===== src/rtl/lcdm_pkg.sv =====
// Shared types and constants for the LCD mode and line sequencer.
package lcdm_pkg;

    // Line timing
    localparam logic [8:0] DOTS_PER_LINE = 9'd456;
    localparam logic [7:0] VISIBLE_LINES = 8'd144;
    localparam logic [7:0] TOTAL_LINES   = 8'd154;
    localparam logic [8:0] SCAN_DOTS     = 9'd80;
    localparam logic [8:0] DOT_TOP       = 9'd511;

    // STAT select bit positions
    localparam int SEL_HBLANK_BIT = 3;
    localparam int SEL_VBLANK_BIT = 4;
    localparam int SEL_LYC_BIT    = 6;

    typedef enum logic [1:0] {
        MODE_HBLANK = 2'd0,
        MODE_VBLANK = 2'd1,
        MODE_SCAN   = 2'd2,
        MODE_XFER   = 2'd3
    } t_mode;

    typedef enum logic {
        CFG_LINE_COMPARE = 1'b0,
        CFG_STAT_SELECT  = 1'b1
    } t_cfg_reg;

    typedef struct packed {
        t_mode       mode;
        logic [8:0]  dot;
        logic [7:0]  line;
        logic        match;
        logic [31:0] frame;
    } t_state;

    typedef struct packed {
        t_mode       display_mode;
        logic [7:0]  current_line;
        logic        compare_match;
        logic        vblank_irq;
        logic        stat_irq;
        logic [31:0] frame_number;
    } t_result;

endpackage


===== src/rtl/lcdm_step.sv =====
// Next-state and result logic for one dot tick of the sequencer.
module lcdm_step (
    input  lcdm_pkg::t_state  i_state,
    input  logic [7:0]        i_line_compare_value,
    input  logic [7:0]        i_stat_select,
    input  logic              i_line_pixels_done,
    output lcdm_pkg::t_state  o_next,
    output lcdm_pkg::t_result o_result
);

    logic [8:0] dot_inc;
    logic [7:0] line_inc;
    logic       line_hit;
    logic       line_end;
    logic       vblank_irq;
    logic       stat_irq;

    // Saturating dot count and candidate line increment
    assign dot_inc  = (i_state.dot < lcdm_pkg::DOT_TOP) ? (i_state.dot + 9'd1) : i_state.dot;
    assign line_inc = i_state.line + 8'd1;
    assign line_hit = (line_inc == i_line_compare_value);
    assign line_end = (dot_inc >= lcdm_pkg::DOTS_PER_LINE);

    // Next state
    always_comb begin
        o_next     = i_state;
        o_next.dot = dot_inc;
        case (i_state.mode)
            lcdm_pkg::MODE_SCAN: begin
                if (dot_inc >= lcdm_pkg::SCAN_DOTS) begin
                    o_next.mode = lcdm_pkg::MODE_XFER;
                end
            end
            lcdm_pkg::MODE_XFER: begin
                // only the pixel pipeline ends transfer
                if (i_line_pixels_done) begin
                    o_next.mode = lcdm_pkg::MODE_HBLANK;
                end
            end
            lcdm_pkg::MODE_HBLANK: begin
                if (line_end) begin
                    o_next.line  = line_inc;
                    o_next.match = line_hit;
                    o_next.dot   = 9'd0;
                    if (line_inc >= lcdm_pkg::VISIBLE_LINES) begin
                        o_next.mode  = lcdm_pkg::MODE_VBLANK;
                        o_next.frame = i_state.frame + 32'd1;
                    end else begin
                        o_next.mode = lcdm_pkg::MODE_SCAN;
                    end
                end
            end
            lcdm_pkg::MODE_VBLANK: begin
                if (line_end) begin
                    // compare uses the incremented value, even on wrap
                    o_next.match = line_hit;
                    o_next.dot   = 9'd0;
                    if (line_inc >= lcdm_pkg::TOTAL_LINES) begin
                        o_next.mode = lcdm_pkg::MODE_SCAN;
                        o_next.line = 8'd0;
                    end else begin
                        o_next.line = line_inc;
                    end
                end
            end
            default: begin
                o_next = i_state;
            end
        endcase
    end

    // Interrupt pulses
    always_comb begin
        vblank_irq = (i_state.mode == lcdm_pkg::MODE_HBLANK) && line_end
                     && (line_inc >= lcdm_pkg::VISIBLE_LINES);
        stat_irq   = ((i_state.mode == lcdm_pkg::MODE_XFER) && i_line_pixels_done
                      && i_stat_select[lcdm_pkg::SEL_HBLANK_BIT])
                     || (vblank_irq && i_stat_select[lcdm_pkg::SEL_VBLANK_BIT])
                     || (((i_state.mode == lcdm_pkg::MODE_HBLANK)
                          || (i_state.mode == lcdm_pkg::MODE_VBLANK))
                         && line_end && line_hit
                         && i_stat_select[lcdm_pkg::SEL_LYC_BIT]);
    end

    // Result fields
    always_comb begin
        o_result.display_mode  = o_next.mode;
        o_result.current_line  = o_next.line;
        o_result.compare_match = o_next.match;
        o_result.vblank_irq    = vblank_irq;
        o_result.stat_irq      = stat_irq;
        o_result.frame_number  = o_next.frame;
    end

endmodule


===== src/rtl/lcdm_out_buf.sv =====
// Two-entry output buffer (result register plus skid register).
module lcdm_out_buf (
    input  logic              i_clk,
    input  logic              i_rst_n,
    input  logic              i_push,
    input  lcdm_pkg::t_result i_data,
    output logic              o_space,
    output logic              o_valid,
    input  logic              i_ready,
    output lcdm_pkg::t_result o_data
);

    logic              r_out_valid;
    logic              r_skid_valid;
    lcdm_pkg::t_result r_out;
    lcdm_pkg::t_result r_skid;
    logic              out_load;

    assign o_space  = !r_skid_valid;
    assign o_valid  = r_out_valid;
    assign o_data   = r_out;
    assign out_load = !r_out_valid || i_ready;

    // Valid flags
    always_ff @(posedge i_clk) begin
        if (!i_rst_n) begin
            r_out_valid  <= 1'b0;
            r_skid_valid <= 1'b0;
        end else begin
            if (out_load) begin
                r_out_valid  <= r_skid_valid || i_push;
                r_skid_valid <= 1'b0;
            end else if (i_push) begin
                r_skid_valid <= 1'b1;
            end
        end
    end

    // Payload
    always_ff @(posedge i_clk) begin
        if (out_load) begin
            r_out <= r_skid_valid ? r_skid : i_data;
        end
        if (!out_load && i_push) begin
            r_skid <= i_data;
        end
    end

`ifndef NO_ASSERTIONS
    a_skid_implies_out: assert property (@(posedge i_clk) disable iff (!i_rst_n)
        r_skid_valid |-> r_out_valid)
        else $error("skid entry held while result register empty");

    a_no_push_when_full: assert property (@(posedge i_clk) disable iff (!i_rst_n)
        r_skid_valid |-> !i_push)
        else $error("push into full output buffer");

    a_skid_drains_first: assert property (@(posedge i_clk) disable iff (!i_rst_n)
        (r_skid_valid && i_ready) |=> (r_out_valid && (r_out == $past(r_skid))))
        else $error("skid entry not moved to result register");
`endif

endmodule


===== src/rtl/lcd_mode_line_sequencer_unit.sv =====
// Top level of the LCD mode and line sequencer.
//
// One input transaction is one dot tick, carrying i_line_pixels_done from
// the pixel pipeline. Each accepted tick advances the mode, dot counter,
// line number, line-compare flag and frame counter, and produces exactly
// one result transaction: mode, line, compare flag, v-blank and STAT
// interrupt pulses and the frame count, all as they stand after the tick.
// Throughput: one tick per cycle while o_in_ready is high; the state
// update is a single pass of logic from the state registers back into
// them. Results go into a two-entry output buffer, so a tick is still
// taken in the cycle a result waits; if the receiver holds i_out_ready low
// for two results, o_in_ready drops until the receiver takes one of them.
// Reset (i_rst_n low, synchronous) starts OAM scan on line 0 with the dot
// and frame counters cleared, empties the buffer and clears both
// configuration registers. Configuration is written through i_cfg_we with
// no handshake; the user must write it only while the block is idle, and
// the block itself does not enforce this.
module lcd_mode_line_sequencer_unit (
    input  logic        i_clk,
    input  logic        i_rst_n,
    input  logic        i_cfg_we,
    input  logic        i_cfg_index,
    input  logic [7:0]  i_cfg_data,
    input  logic        i_in_valid,
    output logic        o_in_ready,
    input  logic        i_line_pixels_done,
    output logic        o_out_valid,
    input  logic        i_out_ready,
    output logic [1:0]  o_display_mode,
    output logic [7:0]  o_current_line,
    output logic        o_compare_match,
    output logic        o_vblank_irq,
    output logic        o_stat_irq,
    output logic [31:0] o_frame_number
);

    logic [7:0]        r_line_compare_value;
    logic [7:0]        r_stat_select;
    lcdm_pkg::t_state  r_state;
    lcdm_pkg::t_state  n_state;
    lcdm_pkg::t_result step_result;
    lcdm_pkg::t_result out_data;
    logic              in_accept;

    assign in_accept = i_in_valid && o_in_ready;

    // Configuration registers
    always_ff @(posedge i_clk) begin
        if (!i_rst_n) begin
            r_line_compare_value <= 8'd0;
            r_stat_select        <= 8'd0;
        end else if (i_cfg_we) begin
            case (lcdm_pkg::t_cfg_reg'(i_cfg_index))
                lcdm_pkg::CFG_LINE_COMPARE: r_line_compare_value <= i_cfg_data;
                lcdm_pkg::CFG_STAT_SELECT:  r_stat_select        <= i_cfg_data;
                default: begin
                    r_stat_select <= r_stat_select;
                end
            endcase
        end
    end

    // Tick logic
    lcdm_step u_step (
        .i_state              (r_state),
        .i_line_compare_value (r_line_compare_value),
        .i_stat_select        (r_stat_select),
        .i_line_pixels_done   (i_line_pixels_done),
        .o_next               (n_state),
        .o_result             (step_result)
    );

    // Sequencer state
    always_ff @(posedge i_clk) begin
        if (!i_rst_n) begin
            r_state.mode  <= lcdm_pkg::MODE_SCAN;
            r_state.dot   <= 9'd0;
            r_state.line  <= 8'd0;
            r_state.match <= 1'b0;
            r_state.frame <= 32'd0;
        end else if (in_accept) begin
            r_state <= n_state;
        end
    end

    // Result buffer
    lcdm_out_buf u_out_buf (
        .i_clk   (i_clk),
        .i_rst_n (i_rst_n),
        .i_push  (in_accept),
        .i_data  (step_result),
        .o_space (o_in_ready),
        .o_valid (o_out_valid),
        .i_ready (i_out_ready),
        .o_data  (out_data)
    );

    assign o_display_mode  = out_data.display_mode;
    assign o_current_line  = out_data.current_line;
    assign o_compare_match = out_data.compare_match;
    assign o_vblank_irq    = out_data.vblank_irq;
    assign o_stat_irq      = out_data.stat_irq;
    assign o_frame_number  = out_data.frame_number;

`ifndef NO_ASSERTIONS
    a_line_in_frame: assert property (@(posedge i_clk) disable iff (!i_rst_n)
        r_state.line < lcdm_pkg::TOTAL_LINES)
        else $error("line number beyond frame");

    a_vblank_entry: assert property (@(posedge i_clk) disable iff (!i_rst_n)
        (o_out_valid && o_vblank_irq) |->
            ((o_display_mode == lcdm_pkg::MODE_VBLANK)
             && (o_current_line == lcdm_pkg::VISIBLE_LINES)))
        else $error("v-blank pulse outside v-blank entry");

    a_frame_step: assert property (@(posedge i_clk) disable iff (!i_rst_n)
        (in_accept && (r_state.mode == lcdm_pkg::MODE_XFER)) |=>
            (r_state.frame == $past(r_state.frame)))
        else $error("frame count moved during transfer");
`endif

endmodule


===== config.mk =====
export PLATFORM = sky130hd
export DESIGN_NAME = lcd_mode_line_sequencer_unit
export DESIGN_NICKNAME = d
export VERILOG_FILES = /design/src/rtl/lcdm_pkg.sv /design/src/rtl/lcdm_step.sv /design/src/rtl/lcdm_out_buf.sv /design/src/rtl/lcd_mode_line_sequencer_unit.sv
export SDC_FILE = /design/constraint.sdc
export NUM_CORES = 1
export LEC_CHECK = 0
export BUFFER_PORTS_ARGS = -buffer_cell sky130_fd_sc_hd__buf_2
export CORE_UTILIZATION = 41
export DETAILED_ROUTE_END_ITERATION = 8
export GPL_ROUTABILITY_DRIVEN = 0
export SLEW_MARGIN = 10
export SYNTH_ARGS = -nofsm -noshare
export SYNTH_HDL_FRONTEND = slang
export SYNTH_SLANG_ARGS = --single-unit

===== constraint.sdc =====
create_clock -name i_clk -period 5.7 [get_ports i_clk]
set_clock_uncertainty 0.2 [all_clocks]
set_input_delay 0.285 -clock i_clk [delete_from_list [all_inputs] [get_ports i_clk]]
set_output_delay 0.285 -clock i_clk [all_outputs]
set_load 0.02 [all_outputs]

Word level (Yosys, flattened, before mapping)

Index checks and enable logic that the tools add are counted.

$add $sub $neg: 3
$mul: 0
Bitwise logic cells: 2
Div/mod/pow operators: 0
Mux-type cells: 13
Shifts and indexed selects: 0
Reductions and logical operators: 22
Magnitude comparators: 5
Eq/ne operators: 4

Operators with widths:

| kind                  | count |
|---|---|
| $mux 32               | 2 |
| $mux 52               | 1 |
| $mux 45               | 1 |
| $pmux 18 s2           | 1 |
| $add 32x1->32 const B | 1 |
| $mux 20               | 1 |
| $ge 8x8->1 const B    | 2 |
| $logic_and 1x1->1     | 10 |
| $add 9x1->9 const B   | 1 |
| $ge 9x7->1 const B    | 1 |
| $ge 9x9->1 const B    | 1 |
| $lt 9x9->1 const B    | 1 |
| $mux 9                | 1 |
| $add 8x1->8 const B   | 1 |
| $eq 8x8->1            | 1 |
| $mux 2                | 4 |
| $mux 8                | 1 |
| $pmux 2 s4            | 1 |
| $logic_or 1x1->1      | 5 |
| $eq 2x2->1 const B    | 2 |
| $reduce_and 2->1      | 2 |
| $logic_not 1->1       | 3 |
| $eq 2x1->1 const B    | 1 |
| $logic_not 2->1       | 1 |
| other kinds (2)       | 3 |

Memories kept: 0
ROM bits: 0
Bits in latches: 0
RAM bits: 0
Flip-flop bits (word level): 159
Output and inout bits: 47

Logic depth before layout (Yosys ltp)

Depth in word-level cells: 9
Depth in mapped cells: 11

Hierarchy

A second synthesis with hierarchy kept.

Cell total of the unflattened synthesis: 777
Area, all modules: 8459.4 um2

By module, submodules not included:

| module                       | seq. area each (um2) | cells an instance | area each (um2) | times used |
|---|---|---|---|---|
| lcdm_out_buf                 | 2742.6               | 149               | 3448.3          | 1 |
| lcd_mode_line_sequencer_unit | 1361.3               | 303               | 2810.2          | 1 |
| lcdm_step                    | 0.0                  | 325               | 2200.9          | 1 |

Worst setup path after synthesis

No wires, ideal clock.

Path kind: register to register
Start: reg u_out_buf.r_out_valid, in the netlist u_out_buf.o_valid
End: reg u_out_buf.r_skid[0] (netlist bit) (enable)
Stages on the path, launching flop included: 3
Data required time: 5.052 ns
Path slack: 1.484 ns
Arrival: 3.569 ns
Cell sequence: dfxtp_1 nand2b_1 nor2_1

Longest elaborated chain between the ends: 4

Ends and longest elaborated chain:

| what                   | RTL line           | RTL |
|---|---|---|
| start, declared        | lcdm_out_buf.sv:13 | `logic r_out_valid;` |
| start signal, assigned | lcdm_out_buf.sv:31 | `r_out_valid <= r_skid_valid \|\| i_push;` |
| $logic_not 1->1        | lcdm_out_buf.sv:22 | `assign out_load = !r_out_valid \|\| i_ready;` |
| $logic_or 1x1->1       | lcdm_out_buf.sv:22 |  |
| net u_out_buf.out_load | lcdm_out_buf.sv:17 | `logic out_load;` |
| $logic_not 1->1        | lcdm_out_buf.sv:44 | `if (!out_load && i_push) begin` |
| $logic_and 1x1->1      | lcdm_out_buf.sv:44 |  |
| end signal, assigned   | lcdm_out_buf.sv:45 | `r_skid <= i_data;` |
| end, declared          | lcdm_out_buf.sv:16 | `lcdm_pkg::t_result r_skid;` |

The timed path passes the listed nets, and every way through them passes these cells.
A chain may end at the register's enable or synchronous reset.

==> impl_metrics.yaml <==
cts:
  h-tree-depth: 4
  cts-root-buf: "clkbuf_16"
  clock_path_buffers: 2
  cts_sinks: 155
  cts_repair_resize_count: 0
  numCtsBuffers: 17
  cts_setup_buffers: 0
  cts_tree: "built"
  cts_hold_buf: 12
  clk_latency_ps: 420
  cts.clk_slew.worst_paths_ps: 60
worst_setup_path:
  slowest_stage: "dfxtp_1"
  r2r_slack_ps: 2190
  reg2reg_depth: 9
  arrival_ps: 3490
  crit_required_ps: 5680
  r2r_end: "u_out_buf.o_data[17]$_DFFE_PP_"
  rr_startpoint: "r_state[33]$_SDFFE_PN0P_"
  path_max_fanout: 26
  path_cells: "ha_1, nand3_1, a21oi_1, a31o_2, nand3_4, inv_2, nand4_1, xnor2_1, mux2_2"
  worst-path-buf-inv: 1
  max_stage_delay_ps: 490
  worstSetupPathType: "flip-flop to flip-flop"
  cp-end-kind: "flip-flop"
  cp-start-kind: "flip-flop"
  critical-path-top-delay-family: "simple AND/OR/NAND/NOR gates"
route:
  wl_um: 16100
  drt_iter0_markers: 401
  viasPerCell: 5.48
  antenna_left: 0
  drc: 0
  routedWlPerCell_um: 15.9
  firstDrtPassIters: 5
  vias: 5565
timing:
  setup_violations: 0
  period_share_pct: 61.6
  fin_tns_setup_ps: 0
  slew_viol_final: 0
  relSlewSlack_pct: 21.3
  period_minus_slack_ps: 3510
  rsz0062_at_grt: "false"
  fmax_ghz: 0.285
  fin_ws_ps: 2190
  final_hold_viol_count: 0
  tightest_slew_ps: 1170
global_routing:
  grt_first_pass_wirelength_um: 26600
  grt_pass1_vias: 5323
  grt_usage_pct: 17.2
  overflow: 0
  grt_max_degree: 67
  grt_antenna_before_repair: 0
synth:
  ys_ff_latch: 155
  synth_async_sr_flop_share_pct: 0
  synthTopCellsByArea: "edfxtp_1 (35%), dfxtp_1 (17%), mux2_2 (5.7%)"
  synth_nets: 745
  synth_area_mm2: 0.00776
  synth_ff_type: "edfxtp_1"
  synth_edf_count: 90
  synth.yosys.seq_area_share_pct: 51.6
  synth_cell_type_count: 65
  synth_area_leader_cell: "edfxtp_1"
  synth_cells: 727
  ys_warn_count: 0
  synth_area_per_cell_um2: 10.7
  yosys.area.top_type_share_pct: 34.8
hold_path:
  holdPathEnd: "u_out_buf.r_skid_valid$_SDFFE_PP0P_"
  min_from: "i_in_valid"
  holdPathStages: 3
  hp-class: "primary input to flip-flop"
floorplanning:
  io_pins: 62
  dieArea_mm2: 0.0195
  num_rows: 49
  fp.dieH_um: 140
  die_w_um: 140
  core_mm2: 0.0183
  start_util_pct: 42.5
power:
  leakage_nw: 3.36
  p_per_area_mw_per_mm2: 286
  peakVddDrop_mv: 0.210
flow_run:
  cap_violations: 0
placed_design:
  hpwlAfterDp_um: 10600
  port_buffers: 61
  place_ws_ps: 2290
layout:
  final_layout_size_suffix_gt1_share_pct: 21.5
  num-fill-cells: 1668
  diodes: 0
  final_nets: 791
  synthToLayoutAreaGrowth_pct: 14.8
outcome:
  status: "finished clean"
cell usage in the layout (no fill, tap or decap), types with 27 or more instances in the layout:
| cell type | netlist | routed |
|---|---|---|
| and2_1 | 27 | 27 |
| xnor2_1 | 29 | 29 |
| dfxtp_1 | 65 | 65 |
| nand2_1 | 62 | 62 |
| xor2_1 | 40 | 40 |
| edfxtp_1 | 90 | 90 |
| nand3_1 | 43 | 43 |
| nor2_1 | 40 | 39 |
| mux2_2 | 39 | 39 |
| buf_2 | 9 | 61 |
state kept, by name, summed over array words and instances (netlist names):
| name | flops |
|---|---|
| r_state | 52 |
| u_out_buf.o_data | 45 |
| u_out_buf.r_skid | 45 |
| r_line_compare_value | 8 |
| r_stat_select | 3 |
| u_out_buf.o_valid | 1 |
| u_out_buf.r_skid_valid | 1 |
layer usage:
| layer | GRT usage, % | up-vias | routed length (um) |
|---|---|---|---|
| met5 | 0 | - | 0 |
| met3 | 3.82 | 40 | 716 |
| li1 | - | 2717 | - |
| met4 | 6.65 | 0 | 279 |
| met1 | 22.0 | 2648 | 7410 |
| met2 | 28.3 | 160 | 7730 |
report_power, final:
group,switching [mW],leakage (nW),internal [mW]
combinational,0.0819,1.68,0.0509
clock,0.446,0.286,0.731
sequential,0.0169,1.39,1.22
synthesized netlist by cell type, types with 4 or more instances:
library cell  count
a21boi_0         13
nand4_1          12
and3_1           13
or3_1             7
a21oi_1          14
inv_1            10
xor2_1           40
nor3_1           21
nor2b_1          12
nand3_1          43
o31ai_1           4
nor3b_1           4
mux2i_1           8
edfxtp_1         90
and2_1           27
nor4_2            9
o21ai_0          20
o21ai_1           4
buf_2             9
nand2_1          62
clkbuf_1         35
mux2_2           39
or2_2             5
nand2b_1          7
nor4_1            5
dfxtp_1          65
a31oi_1          11
xnor2_1          29
nor2_1           40
o22ai_1           4
nor3_2            8
layout make-up:
type | instances | area [um^2] | area share [%]
flip-flops and latches | 155 | 4000 | 45.0
multi-input cells | 511 | 3510 | 39.4
repair buffers | 77 | 455 | 5.12
clock buffers | 20 | 437 | 4.90
well taps | 229 | 287 | 3.22
clock inverters | 12 | 173 | 1.94
inverters | 11 | 41.3 | 0.464
logic make-up (layout without fill, tap and decap cells):
family / after synthesis / count (layout) / synth area share, %
xor+xnor: 69 / 69 / 7.79
buf+inv: 61 / 120 / 3.31
mux: 47 / 47 / 6.69
simple gates: 292 / 292 / 21.2
compound gates: 100 / 100 / 8.92
fa+ha+maj: 3 / 3 / 0.484
flops: 155 / 155 / 51.6
worst reg2reg max path: stages, from the launching register on:
cell and delay, ps:
dfxtp_1 490, ha_1 440, nand3_1 290, a21oi_1 260
a31o_2 290, nand3_4 340, inv_2 350, nand4_1 150
xnor2_1 180, mux2_2 280
how the worst max path moves through the flow:
stage,start,to,cells after the start
floorplan,u_out_buf.o_valid$_SDFFE_PN0P_,u_out_buf.r_skid[0]$_DFFE_PP_,2
global placement,r_state[33]$_SDFFE_PN0P_,u_out_buf.o_data[17]$_DFFE_PP_,9
detailed placement,r_state[33]$_SDFFE_PN0P_,u_out_buf.o_data[17]$_DFFE_PP_,9
CTS,r_state[33]$_SDFFE_PN0P_,u_out_buf.o_data[17]$_DFFE_PP_,9
global route,r_state[33]$_SDFFE_PN0P_,r_state[39]$_SDFFE_PN0P_,8
finish,r_state[33]$_SDFFE_PN0P_,u_out_buf.o_data[17]$_DFFE_PP_,9
metrics by stage:
step	power, mW	std cells	cell area, um^2	utilization (%)	hold WS (ps)
5_1_grt	2.63	1015	8900	48.7	95.8
4_1_cts	2.57	1015	8900	48.7	63.8
6_report	2.54	1015	8900	48.7	85.9
2_1_floorplan	1.34	727	7760	-	241
3_3_place_gp	1.38	971	8170	44.7	286
3_5_place_dp	1.39	971	8170	44.7	289
Note: power is estimated with default switching activity, not from simulation.
